**config.mk**
```make
export PLATFORM = sky130hd
export DESIGN_NAME = ocp_ctrl
export DESIGN_NICKNAME = d
export VERILOG_FILES = /design/src/rtl/core/ocp_pkg.sv /design/src/rtl/core/ocp_ctrl.sv
export SDC_FILE = /design/constraint.sdc
export NUM_CORES = 1
export LEC_CHECK = 0
export BUFFER_PORTS_ARGS = -buffer_cell sky130_fd_sc_hd__buf_2
export CORE_MARGIN = 3
export CORE_UTILIZATION = 37
export DETAILED_ROUTE_END_ITERATION = 16
export GPL_ROUTABILITY_DRIVEN = 0
export HOLD_SLACK_MARGIN = 0.06
export PLACE_DENSITY = 0.58
export SLEW_MARGIN = 10
export SYNTH_ARGS = -nofsm -noshare
export SYNTH_HDL_FRONTEND = slang
export SYNTH_SLANG_ARGS = --single-unit
```
**constraint.sdc**
```tcl
create_clock -name clk -period 4 [get_ports clk]
set_input_delay 0.4 -clock clk [delete_from_list [all_inputs] [get_ports clk]]
set_output_delay 0.4 -clock clk [all_outputs]
set_load 0.03 [all_outputs]
```
**src/rtl/core/ocp_pkg.sv**
```systemverilog
// shared types, constants and functions of the orbit camera pose block
package ocp_pkg;

  // field and state widths
  localparam int SENS_W    = 16;
  localparam int ZOOM_W    = 12;
  localparam int DIST_W    = 13;
  localparam int PITCH_W   = 16;
  localparam int YAW_W     = 17;
  localparam int DELTA_W   = 16;
  localparam int POS_W     = 24;
  localparam int QW_W      = 15;
  localparam int Q_W       = 16;
  localparam int CFG_W     = 17;
  localparam int CFG_IDX_W = 3;

  // cordic sizing: angles in degrees Q.16, vectors in Q2.30
  localparam int ATAN_LEN         = 24;
  localparam int STEP_W           = $clog2(ATAN_LEN);
  localparam int ANG_W            = 26;
  localparam int CRD_W            = 32;
  localparam int CORDIC_STEPS_DEF = 16;
  localparam int CORDIC_GAIN      = 652032874;
  localparam int ANG_90           = 90 * 65536;
  localparam int ANG_180          = 180 * 65536;
  localparam int ANG_360          = 360 * 65536;

  // state ranges
  localparam int YAW_FULL  = 92160;
  localparam int PITCH_MIN = -1280;
  localparam int PITCH_MAX = 22784;
  localparam int DIST_MIN  = 512;
  localparam int DIST_MAX  = 5120;
  localparam int Q_ONE     = 16384;

  // reset values
  localparam int SENS_RST  = 6554;
  localparam int ZOOM_RST  = 256;
  localparam int DIST_RST  = 1280;
  localparam int PITCH_RST = 5120;
  localparam int YAW_RST   = 0;

  typedef enum logic [1:0] {
    OP_MOVE   = 2'd0,
    OP_SCROLL = 2'd1,
    OP_UPDATE = 2'd2,
    OP_UNUSED = 2'd3
  } op_t;

  typedef enum logic [CFG_IDX_W-1:0] {
    REG_SENS  = 3'd0,
    REG_ZOOM  = 3'd1,
    REG_DIST  = 3'd2,
    REG_PITCH = 3'd3,
    REG_YAW   = 3'd4
  } reg_idx_t;

  // commands from the controller to the datapath
  typedef struct packed {
    logic              load_in;
    logic              mul_delta;
    logic              move_sum;
    logic              wrap_q;
    logic              wrap_fin;
    logic              zoom_fin;
    logic              crd_start;
    logic              crd_step;
    logic              crd_store;
    logic              mul1;
    logic              rnd1;
    logic              mul2;
    logic              res_load;
    logic              run;
    logic [STEP_W-1:0] step;
  } cmd_t;

  // arctangent of 2^-i in degrees Q.16
  function automatic logic [22:0] atan_deg(input logic [STEP_W-1:0] i);
    logic [22:0] a;
    case (i)
      5'd0:    a = 23'd2949120;
      5'd1:    a = 23'd1740967;
      5'd2:    a = 23'd919879;
      5'd3:    a = 23'd466945;
      5'd4:    a = 23'd234379;
      5'd5:    a = 23'd117304;
      5'd6:    a = 23'd58666;
      5'd7:    a = 23'd29335;
      5'd8:    a = 23'd14668;
      5'd9:    a = 23'd7334;
      5'd10:   a = 23'd3667;
      5'd11:   a = 23'd1833;
      5'd12:   a = 23'd917;
      5'd13:   a = 23'd458;
      5'd14:   a = 23'd229;
      5'd15:   a = 23'd115;
      5'd16:   a = 23'd57;
      5'd17:   a = 23'd29;
      5'd18:   a = 23'd14;
      5'd19:   a = 23'd7;
      5'd20:   a = 23'd4;
      5'd21:   a = 23'd2;
      5'd22:   a = 23'd1;
      default: a = 23'd0;
    endcase
    return a;
  endfunction

endpackage

```
**src/rtl/core/ocp_ctrl.sv**
```systemverilog
// sequencing state machine of the orbit camera pose block
module ocp_ctrl #(
  parameter int CORDIC_STEPS = ocp_pkg::CORDIC_STEPS_DEF
) (
  input  logic          clk,
  input  logic          rst,
  input  logic          req_valid,
  input  logic [1:0]    req_op,
  input  logic          req_target_valid,
  output logic          req_ready,
  input  logic          rsp_ready,
  output logic          rsp_valid,
  output ocp_pkg::cmd_t cmd
);
  import ocp_pkg::*;

  typedef enum logic [13:0] {
    S_IDLE    = 14'b00000000000001,
    S_MV_MUL  = 14'b00000000000010,
    S_MV_SUM  = 14'b00000000000100,
    S_MV_WQ   = 14'b00000000001000,
    S_MV_WFIN = 14'b00000000010000,
    S_ZM_MUL  = 14'b00000000100000,
    S_ZM_FIN  = 14'b00000001000000,
    S_C_LOAD  = 14'b00000010000000,
    S_C_STEP  = 14'b00000100000000,
    S_C_STORE = 14'b00001000000000,
    S_MUL1    = 14'b00010000000000,
    S_RND     = 14'b00100000000000,
    S_MUL2    = 14'b01000000000000,
    S_RES     = 14'b10000000000000
  } state_t;

  state_t              state, state_next;
  logic [STEP_W-1:0]   step;
  logic                run;
  logic                accept, out_free, last_step;

  assign req_ready = (state == S_IDLE);
  assign accept    = req_valid & req_ready;
  assign out_free  = !rsp_valid || rsp_ready;
  assign last_step = (step == STEP_W'(CORDIC_STEPS - 1));

  // next state
  always_comb begin
    state_next = state;
    case (state)
      S_IDLE: begin
        if (accept) begin
          case (req_op)
            OP_MOVE:   state_next = S_MV_MUL;
            OP_SCROLL: state_next = S_ZM_MUL;
            OP_UPDATE: state_next = req_target_valid ? S_C_LOAD : S_IDLE;
            default:   state_next = S_IDLE;
          endcase
        end
      end
      S_MV_MUL:  state_next = S_MV_SUM;
      S_MV_SUM:  state_next = S_MV_WQ;
      S_MV_WQ:   state_next = S_MV_WFIN;
      S_MV_WFIN: state_next = S_IDLE;
      S_ZM_MUL:  state_next = S_ZM_FIN;
      S_ZM_FIN:  state_next = S_IDLE;
      S_C_LOAD:  state_next = S_C_STEP;
      S_C_STEP:  state_next = last_step ? S_C_STORE : S_C_STEP;
      S_C_STORE: state_next = run ? S_MUL1 : S_C_LOAD;
      S_MUL1:    state_next = S_RND;
      S_RND:     state_next = S_MUL2;
      S_MUL2:    state_next = S_RES;
      S_RES:     state_next = out_free ? S_IDLE : S_RES;
      default:   state_next = S_IDLE;
    endcase
  end

  // state, cordic counters and result valid
  always_ff @(posedge clk) begin
    if (rst) begin
      state     <= S_IDLE;
      step      <= '0;
      run       <= 1'b0;
      rsp_valid <= 1'b0;
    end else begin
      state <= state_next;
      if (accept) run <= 1'b0;
      else if (state == S_C_STORE) run <= 1'b1;
      if (state == S_C_LOAD) step <= '0;
      else if (state == S_C_STEP && !last_step) step <= step + 1'b1;
      if (state == S_RES && out_free) rsp_valid <= 1'b1;
      else if (rsp_ready) rsp_valid <= 1'b0;
    end
  end

  // datapath commands
  always_comb begin
    cmd           = '0;
    cmd.load_in   = accept;
    cmd.mul_delta = (state == S_MV_MUL) || (state == S_ZM_MUL);
    cmd.move_sum  = (state == S_MV_SUM);
    cmd.wrap_q    = (state == S_MV_WQ);
    cmd.wrap_fin  = (state == S_MV_WFIN);
    cmd.zoom_fin  = (state == S_ZM_FIN);
    cmd.crd_start = (state == S_C_LOAD);
    cmd.crd_step  = (state == S_C_STEP);
    cmd.crd_store = (state == S_C_STORE);
    cmd.mul1      = (state == S_MUL1);
    cmd.rnd1      = (state == S_RND);
    cmd.mul2      = (state == S_MUL2);
    cmd.res_load  = (state == S_RES) && out_free;
    cmd.run       = run;
    cmd.step      = step;
  end

endmodule

```
==> key figures, run 1 <==
Run status
  – Status: finished clean

Setup path
  – Critical-path cell list: or2_4, or3_4, or4_4, nor3b_1, buf_2
  – Critical path type: register to output pin
  – Worst r2r dst: state[0]
  – Worst path bufs/invs: 1
  – Crit. End Element: output pin
  – CP peak stage delay: approximately 450 ps
  – Slowest-stage cell, CP: or4_4
  – Worst R2R Path Depth: 5
  – Crit path required time: around 3600 ps
  – Crit path max fanout: 7
  – R2R setup slack: approximately 2000 ps
  – WP data arrival: roughly 2300 ps
  – CP Launch Type: register
  – Top delay family on crit path: simple AND/OR/NAND/NOR gates
  – Crit Reg-Reg Startpoint: state[1]

Synth
  – Synth Flop Type: dfxtp_1
  – Post-synth EDFFs: 0
  – Async S/R FF share, synth: 0%
  – Yosys warning total: 0
  – Synth Area in Adders: 2.09%
  – Synth Net Count: between 100 and 150
  – Cells after Synth: between 100 and 150
  – FF+latch count, synth: 21
  – Post-synth top area share: a little over a third
  – Post-Synth Simple-Gate Area: about 45%
  – Compound-gate portion of the synthesized area: under 10%
  – Combinational family with the most area after synthesis: simple AND/OR/NAND/NOR gates
  – Post-synthesis mux area share: less than 1%
  – Synth area leader: dfxtp_1
  – Synthesized area: between 1000 and 1500 um^2
  – Avg Synthesized Cell Area: between 8 and 9 um^2
  – Post-Synth XOR/XNOR Area: under 10%
  – Post-synthesis sequential area ratio: a little over a third
  – Synth top area cells: dfxtp_1 35%, nor4b_1 5.9%, nor2_1 5.6%, nand2b_1 3.1%, nor4_1 3.1%
  – Post-synthesis cell type count: 46

Power
  – P_leak: approximately 0.58 nW
  – VDD IR max: between 0.15 and 0.2 mV
  – Power density over the cells: approximately 280 nW/um^2
  – Pwr Total: around 0.38 mW

Die
  – Die Span X: 62.9 um
  – Rows: 20
  – Die height: approximately 63 um
  – Core area: roughly 3100 um^2
  – Die ar.: between 3000 and 4000 um^2
  – Initial Utilization: between 30 and 40%
  – # IOs: 28

Hold path
  – Tightest Hold Check Type: primary input to register
  – Hold_sp: req_op[0]
  – Hold EP: state[1]
  – Hold Path Stages: 2

Global routing
  – Vias in the first global route: between 900 and 1000
  – First-pass GRT wire length: around 4500 um
  – Largest net degree at the start of global routing: 14
  – Overflow after GRT: 0
  – Initial antenna violation count: 0
  – GR Util All Layers: between 10% and 20%

Timing
  – RSZ-0062 raised after global routing: false
  – Final Cycle Share: 67.2%
  – Final hold slack: 262 ps
  – Crit path time final: between 2000 and 3000 ps
  – Final hold vios: 0
  – Fin. max-slew vios: 0
  – Max-slew headroom: approximately 70%
  – Clock skew: ~1.4 ps
  – Final setup TNS: 0 ps
  – Setup violations, final: 0
  – Worst Max-Slew Pin Slew: between 400 and 500 ps
  – F_max: between 0.3 and 0.4 GHz

Clock tree
  – Worst-path clk slew: ~130 ps
  – PostCTS Resize Cnt: 0
  – Postcts setup bufs: 0
  – Worst skew pair latency: 310 ps
  – Bufs on Longest Clock Path: 2
  – Hold Buf Count CTS: 0
  – Sink Count: 21
  – CTS tree: yes
  – Total CTS buffers: 3
  – Root buffer cell: clkbuf_4
  – H-tree depth: 1

Placed design
  – Detail Placement HPWL: about 2000 um
  – Dpl cell area: 1340 um^2
  – Placed cell count: 200
  – IO Port Bufs: 27

Detailed routing
  – DRC viols: 0
  – Routed vias/inst: around 5.2
  – Antenna viol nets, final: 0
  – Routed length per instance: between 10 and 15 um
  – Total Wirelength: around 2600 um
  – Vias: 1069
  – Detailed Route Iter0 Violations: 19
  – Drt pass-1 iters: 4

Cells and area
  – Area grow syn2layout: 14.2%
  – Most frequent cells in the layout: 27 x buf_2, 21 x dfxtp_1, 18 x nor2_1
  – Fin nets: 170
  – Commonest non-fill, non-tap cell in the layout: buf_2
  – Share of cells above drive strength 1: 26.3%
  – Final cell count without fillers: 204
  – Design Area, Final: about 1400 um^2
  – # diodes: 0

Job
  – Max_cap viols: 0
[report_power, final]
part,switching (mW),internal (mW)
registers,0.00482,0.211
logic,0.0325,0.0205
clock network,0.0721,0.0382
[worst reg2reg max path, cell delays in order (launching register included)]
cell and delay, ps:
dfxtp_1 420, or2_4 300, or3_1 320, a2111oi_0 420
nor4_1 110, or4_1 390
[metal layers]
layer	share of wire (%)	up-vias	wire, um	GRT usage, %
met2	42	36	1090	20.0
met3	7.2	2	189	5.22
met5	0	-	0	0
met4	0.80	0	21	4.13
li1	-	544	-	-
met1	50	487	1320	19.6
[registers in the layout, indices dropped and copies added (netlist names)]
name and flops:
state 14, step 5, rsp_valid 1, run 1
[through the flow]
| stage | util, % | setup WS (ps) |
|---|---|---|
| CTS | 44.4 | 1310 |
| detailed placement | 43.5 | 1690 |
| global route | 44.4 | 1120 |
| floorplan | - | 1410 |
| finish | 44.4 | 1310 |
| global placement | 43.5 | 1680 |
[how the worst max path moves through the flow]
stage	from	end	slack, ps	depth (start not counted)
final	state[1]	cmd[8]	1310	5
after global routing	state[5]	cmd[8]	1120	5
after CTS	state[1]	cmd[8]	1310	5
after detailed placement	state[1]	cmd[8]	1690	5
after global placement	state[1]	cmd[8]	1680	5
after floorplan	state[1]	cmd[8]	1410	5
[synthesized netlist by cell type, types with 2 or more instances]
master	number
or3_1	3
o21ai_0	3
and4_1	2
nand3_1	2
nand3b_1	2
clkbuf_1	4
nor4_2	2
nor4b_1	8
nor4_1	6
a21oi_1	3
nand2_1	6
dfxtp_1	21
ha_1	2
and4b_1	2
nor3_1	6
nand4_1	2
nand2b_1	6
and3_1	2
buf_4	2
inv_1	7
nor2_1	18
xnor2_1	4
xor2_1	2
[layout make-up]
class,count,area (um^2)
tap,44,55.1
inverter,7,26.3
sequential,21,420
timing repair buffer,27,135
clock inverter,1,7.51
fill,332,1710
clock buffer,3,22.5
multi-input combinational,101,701
[kinds of logic after synthesis]
| group | after synthesis |
|---|---|
| AOI/OAI and AO/OA | 12 |
| buffers and inverters | 16 |
| DFF | 21 |
| and+or+nand+nor | 80 |
| xor gates and xnor gates | 6 |
| adders and majority gates | 2 |
| muxes | 1 |
Power figures use the tool's default switching activity.
==> inputs of run 2 (changes only) <==
==> constraint.sdc (replaced) <==
create_clock -name clk -period 2.54 [get_ports clk]
set_input_delay 0.254 -clock clk [delete_from_list [all_inputs] [get_ports clk]]
set_output_delay 0.254 -clock clk [all_outputs]
set_load 0.03 [all_outputs]
==> key figures, run 2 (synthesized netlist as in run 1, its figures left out) <==
Global routing
  – Vias in the first global route: 962 (was 954)
  – Largest net degree at the start of global routing: 13 (was 14)
  – GR Util All Layers: 13.5% (was 14.1%)
  – Overflow after GRT: 0 (unchanged)
  – First-pass GRT wire length: 4360 um (was 4510 um)
  – Initial antenna violation count: 0 (unchanged)

Power
  – Clock power share: 27.3% (was 29.1%)
  – P_int: 0.425 mW (was 0.270 mW)
  – Switching power total: 0.161 mW (was 0.109 mW)
  – Power density over the cells: 421 nW/um^2 (was 277 nW/um^2)
  – VDD IR max: 0.179 mV (was 0.164 mV)
  – P_leak: 0.595 nW (was 0.578 nW)
  – Flop pwr share: 58.0% (was 56.9%)
  – Sw frac: 27.5% (was 28.8%)
  – Comb power frac: 14.7% (was 14.0%)

Die
  – Core area: 3080 um^2 (unchanged)
  – Initial Utilization: 38.9% (unchanged)
  – Die Span X: 62.9 um (unchanged)
  – Die height: 62.9 um (unchanged)
  – Rows: 20 (unchanged)
  – # IOs: 28 (unchanged)
  – Die ar.: 3950 um^2 (unchanged)

Detailed routing
  – Routed length per instance: 12.8 um (about the same)
  – Antenna viol nets, final: 0 (unchanged)
  – Drt pass-1 iters: 4 (unchanged)
  – Vias: 1098 (was 1069)
  – DRC viols: 0 (unchanged)
  – Detailed Route Iter0 Violations: 44 (was 19)
  – Routed vias/inst: 5.30 (was 5.24)
  – Total Wirelength: 2650 um (was 2620 um)

Setup path
  – Critical path type: register to output pin (unchanged)
  – Slowest-stage cell, CP: or4b_4 (was or4_4)
  – Crit path max fanout: 7 (unchanged)
  – CP Launch Type: register (unchanged)
  – Top delay family on crit path: simple AND/OR/NAND/NOR gates (unchanged)
  – Critical-path cell list: or2_4, or3_4, or4b_4, nor2b_2, buf_2 (was or2_4, or3_4, or4_4, nor3b_1, buf_2)
  – WP data arrival: 2160 ps (was 2290 ps)
  – Worst path bufs/invs: 1 (unchanged)
  – Crit path required time: 2290 ps (was 3600 ps)
  – CP peak stage delay: 510 ps (was 450 ps)
  – Crit. End Element: output pin (unchanged)

Cells and area
  – Final cell count without fillers: 207 (was 204)
  – Fill cells: 306 (was 332)
  – Most frequent cells in the layout: 25 x buf_2, 20 x dfxtp_1, 18 x nor2_1 (was 27 x buf_2, 21 x dfxtp_1, 18 x nor2_1)
  – Area grow syn2layout: 16.4% (was 14.2%)
  – Share of cells above drive strength 1: 28.2% (was 26.3%)
  – Max reg flops: 14 (unchanged)
  – Fin nets: 173 (was 170)
  – Largest Register: state (unchanged)
  – # diodes: 0 (unchanged)
  – Commonest non-fill, non-tap cell in the layout: buf_2 (unchanged)
  – Largest regs: state (14), step (5) (unchanged)

Clock tree
  – Total CTS buffers: 3 (unchanged)
  – Sink Count: 21 (unchanged)
  – Worst skew pair latency: 300 ps (was 310 ps)
  – Bufs on Longest Clock Path: 2 (unchanged)
  – Root buffer cell: clkbuf_4 (unchanged)
  – H-tree depth: 1 (unchanged)
  – CTS tree: yes (unchanged)
  – Worst-path clk slew: 120 ps (was 130 ps)

Timing
  – Final hold vios: 0 (unchanged)
  – RSZ-0062 raised after global routing: false (unchanged)
  – Final setup TNS: 0 ps (unchanged)
  – Final Cycle Share: 95.1%
  – Max-slew headroom: 70.9% (was 68.8%)
  – Setup violations, final: 0 (unchanged)
  – Fin. max-slew vios: 0 (unchanged)
  – Crit path time final: 2410 ps
  – Clock skew: 2.01 ps (was 1.45 ps)
  – F_max: a little over 0.4 GHz
  – Worst Max-Slew Pin Slew: 426 ps (was 464 ps)

Job
  – Max_cap viols: 0 (unchanged)

Hold path
  – Tightest Hold Check Type: primary input to register (unchanged)

Placed design
  – IO Port Bufs: 27 (unchanged)
  – Detail Placement HPWL: 1980 um (was 2000 um)
  – Placed cell count: 201 (was 200)

Run status
  – Status: finished clean (unchanged)
run 2: through the flow:
stage	setup WS (ps)	instance area, um^2	total power, mW	hold slack (ps)	utilization (%)
after floorplan	92.7	1200	0.412	331	-
after CTS	72.6	1370	0.594	129	44.6
after global placement	456	1350	0.431	465	43.7
final	126	1390	0.587	136	45.3
after detailed placement	428	1350	0.430	463	43.7
after global routing	18.2	1390	0.617	131	45.3
run 2: path summary, 6_finish.rpt:
check                           endpoint  slack, ps       from  depth (start not counted)
worst max-delay path              cmd[6]        130   state[1]                          5
worst min-delay path            state[1]        140  req_op[0]                          2
worst max register to register   step[1]        560   state[0]                          5
worst min register to register   step[4]        520    step[4]                          2
run 2: cell type report:
type,count,area (um^2),area share [%]
inverters,7,26.3,1.89
clock buffers,3,22.5,1.62
multi-input cells,101,701,50.3
clock inverters,1,5.00,0.359
flip-flops and latches,21,422,30.3
well taps,44,55.1,3.95
repair buffers,30,163,11.7
run 2: power groups by stage:
stage | registers (mW) | logic [mW] | clock network, mW
after floorplan | 0.342 | 0.0700 | 0
after global placement | 0.347 | 0.0838 | 0
after detailed placement | 0.347 | 0.0830 | 0
after CTS | 0.340 | 0.0833 | 0.171
after global routing | 0.341 | 0.0945 | 0.181
final | 0.340 | 0.0861 | 0.160
run 2: routing by layer:
layer | track usage [%] | wire length (um) | up-vias
met3 | 1.98 | 154 | 4
met5 | 0 | 0 | -
li1 | - | - | 549
met1 | 19.1 | 1300 | 502
met2 | 20.4 | 1160 | 43
met4 | 4.96 | 40 | 0
run 2: repair_timing:
item,CTS,global route
resized for setup,0,3
endpoints found under the setup margin,0,3
setup buffers,0,2
endpoints found under the hold margin,0,0
hold buffers,0,0
==> inputs of run 3 (changes only) <==
==> constraint.sdc (replaced) <==
create_clock -name clk -period 2.3 [get_ports clk]
set_input_delay 0.23 -clock clk [delete_from_list [all_inputs] [get_ports clk]]
set_output_delay 0.23 -clock clk [all_outputs]
set_load 0.03 [all_outputs]
==> key figures, run 3 (synthesized netlist as in run 1, its figures left out) <==
Detailed routing
  – Routed vias/inst: 5.37 (was 5.30)
  – WL met1: 1280 um (was 1300 um)
  – Routed length per instance: 13.1 um (was 12.8 um)
  – Detailed Route Iter0 Violations: 40 (was 44)
  – Total Wirelength: 2770 um (was 2650 um)
  – Vias: 1138 (was 1098)
  – DRC viols: 0 (unchanged)
  – Uppermost layer routed: met4 (unchanged)
  – Met3 Wirelength: 176 um (was 154 um)
  – Drt pass-1 iters: 4 (unchanged)
  – Met2 WL: 1300 um (was 1160 um)
  – Antenna viol nets, final: 0 (unchanged)

Cells and area
  – Seq. cell area: 432 um^2 (was 422 um^2)
  – Most frequent cells in the layout: 24 x buf_2, 18 x nor2_1, 16 x dfxtp_1 (was 25 x buf_2, 20 x dfxtp_1, 18 x nor2_1)
  – Largest regs: state (14), step (5) (unchanged)
  – Commonest non-fill, non-tap cell in the layout: buf_2 (unchanged)
  – Area grow syn2layout: 23.6% (was 16.4%)
  – Fill cells: 302 (was 306)
  – Fin nets: 178 (was 173)
  – Largest Register: state (unchanged)
  – Max reg flops: 14 (unchanged)
  – # diodes: 0 (unchanged)
  – Design Area, Final: 1480 um^2 (was 1390 um^2)
  – Area of the multi-input gates: 733 um^2 (was 701 um^2)
  – Share of cells above drive strength 1: 33.9% (was 28.2%)

Setup path
  – Crit. End Element: output pin (unchanged)
  – WP data arrival: 2070 ps (was 2160 ps)
  – CP Launch Type: register (unchanged)
  – Crit path required time: 2070 ps (was 2290 ps)
  – Critical path type: register to output pin (unchanged)
  – Crit path max fanout: 6 (was 7)

Timing
  – Max-slew headroom: 70.2% (was 70.9%)
  – Setup ws final: -0.722 ps (was 126 ps)
  – Fin. max-slew vios: 0 (unchanged)
  – RSZ-0062 raised after global routing: true (was false)
  – Final Cycle Share: 100%
  – Final hold vios: 0 (unchanged)
  – F_max: around 0.43 GHz
  – Clock skew: 6.48 ps (was 2.01 ps)
  – Setup violations, final: 1 (was 0)
  – Crit path time final: 2300 ps
  – Worst Max-Slew Pin Slew: 444 ps (was 426 ps)

Global routing
  – Overflow after GRT: 0 (unchanged)
  – Vias in the first global route: 967 (was 962)
  – First-pass GRT wire length: 4490 um (was 4360 um)
  – Largest net degree at the start of global routing: 13 (unchanged)
  – Initial antenna violation count: 0 (unchanged)
  – GR Util All Layers: 14.0% (was 13.5%)

Power
  – VDD IR max: 0.404 mV (was 0.179 mV)
  – Power density over the cells: 446 nW/um^2 (was 421 nW/um^2)
  – P_leak: 0.634 nW (was 0.595 nW)

Run status
  – Failing checks: negative setup slack
  – Status: complete, but fails checks (was finished clean)

Die
  – Initial Utilization: 38.9% (unchanged)
  – Die ar.: 3950 um^2 (unchanged)
  – # IOs: 28 (unchanged)
  – Core area: 3080 um^2 (unchanged)
  – Die height: 62.9 um (unchanged)
  – Rows: 20 (unchanged)
  – Die Span X: 62.9 um (unchanged)

Clock tree
  – CTS tree: yes (unchanged)
  – H-tree depth: 1 (unchanged)
  – Hold Buf Count CTS: 0 (unchanged)
  – Worst skew pair latency: 310 ps (was 300 ps)
  – Worst-path clk slew: 120 ps (about the same)
  – Root buffer cell: clkbuf_4 (unchanged)
  – Bufs on Longest Clock Path: 2 (unchanged)
  – Total CTS buffers: 3 (unchanged)
  – Sink Count: 21 (unchanged)

Job
  – Max_cap viols: 0 (unchanged)

Placed design
  – Detail Placement HPWL: 2050 um (was 1980 um)
  – Setup WS pre-CTS: 221 ps (was 428 ps)
  – IO Port Bufs: 27 (unchanged)
  – Dpl cell area: 1360 um^2 (was 1350 um^2)

Hold path
  – Tightest Hold Check Type: primary input to register (unchanged)
## run 3: cell types whose count changed in the layout (fill, tap and decap cells not counted), moves of 2 or more
cell / previous run / this run
dfxtp_1: 20 / 16
buf_4: 5 / 10
dfxtp_2: 1 / 3
dfxtp_4: 0 / 2
## run 3: metal layers
metal	vias up	global-route usage, %
met5	-	0
met2	39	21.6
met4	0	3.31
li1	566	-
met3	2	3.78
met1	531	19.1
## run 3: where the power goes
group          internal (mW)  total (mW)  switching, mW  leakage [nW]
Clock                 0.0649       0.182          0.117        0.0177
Combinational         0.0446       0.104         0.0598         0.444
Sequential             0.365       0.374        0.00879         0.173
Total                  0.475       0.660          0.186         0.634
## run 3: stage by stage
step           util (%)  instances  setup TNS (ps)  power (mW)  hold WS [ps]
6_report           48.1        212          -0.722       0.660           102
5_1_grt            48.1        212            -180       0.699          83.3
3_3_place_gp       44.3        202               0       0.478           438
3_5_place_dp       44.3        202               0       0.477           438
2_1_floorplan         -        138               0       0.455           307
4_1_cts            46.5        209           -4.90       0.663          87.1
## run 3: final timing paths
path          endpoint      start  slack (ps)  cells past startpoint
max             cmd[6]   state[3]        -0.7                      5
min           state[1]  req_op[0]         100                      2
max reg2reg   state[0]   state[3]         270                      6
min reg2reg  state[10]        run         520                      1
## run 3: worst max-delay path, stage by stage (launching register included)
cell     delay (ps)
dfxtp_4         390
or2_4           230
or3_4           340
or4b_4          540
nor2b_4         140
buf_6           130
## run 3: area by class of cell
class	count	area share [%]
clock buffer	3	1.52
clock inverter	1	0.338
inverter	7	1.78
multi-input combinational	101	49.5
sequential	21	29.2
tap	44	3.72
timing repair buffer	35	13.9
## run 3: timing repair
item | CTS | global route
resized for setup | 7 | 8
cloned | 0 | 0
setup endpoints to repair | 3 | 5
setup buffers | 3 | 3
hold endpoints to repair | 0 | 0
pin swaps | 0 | 4
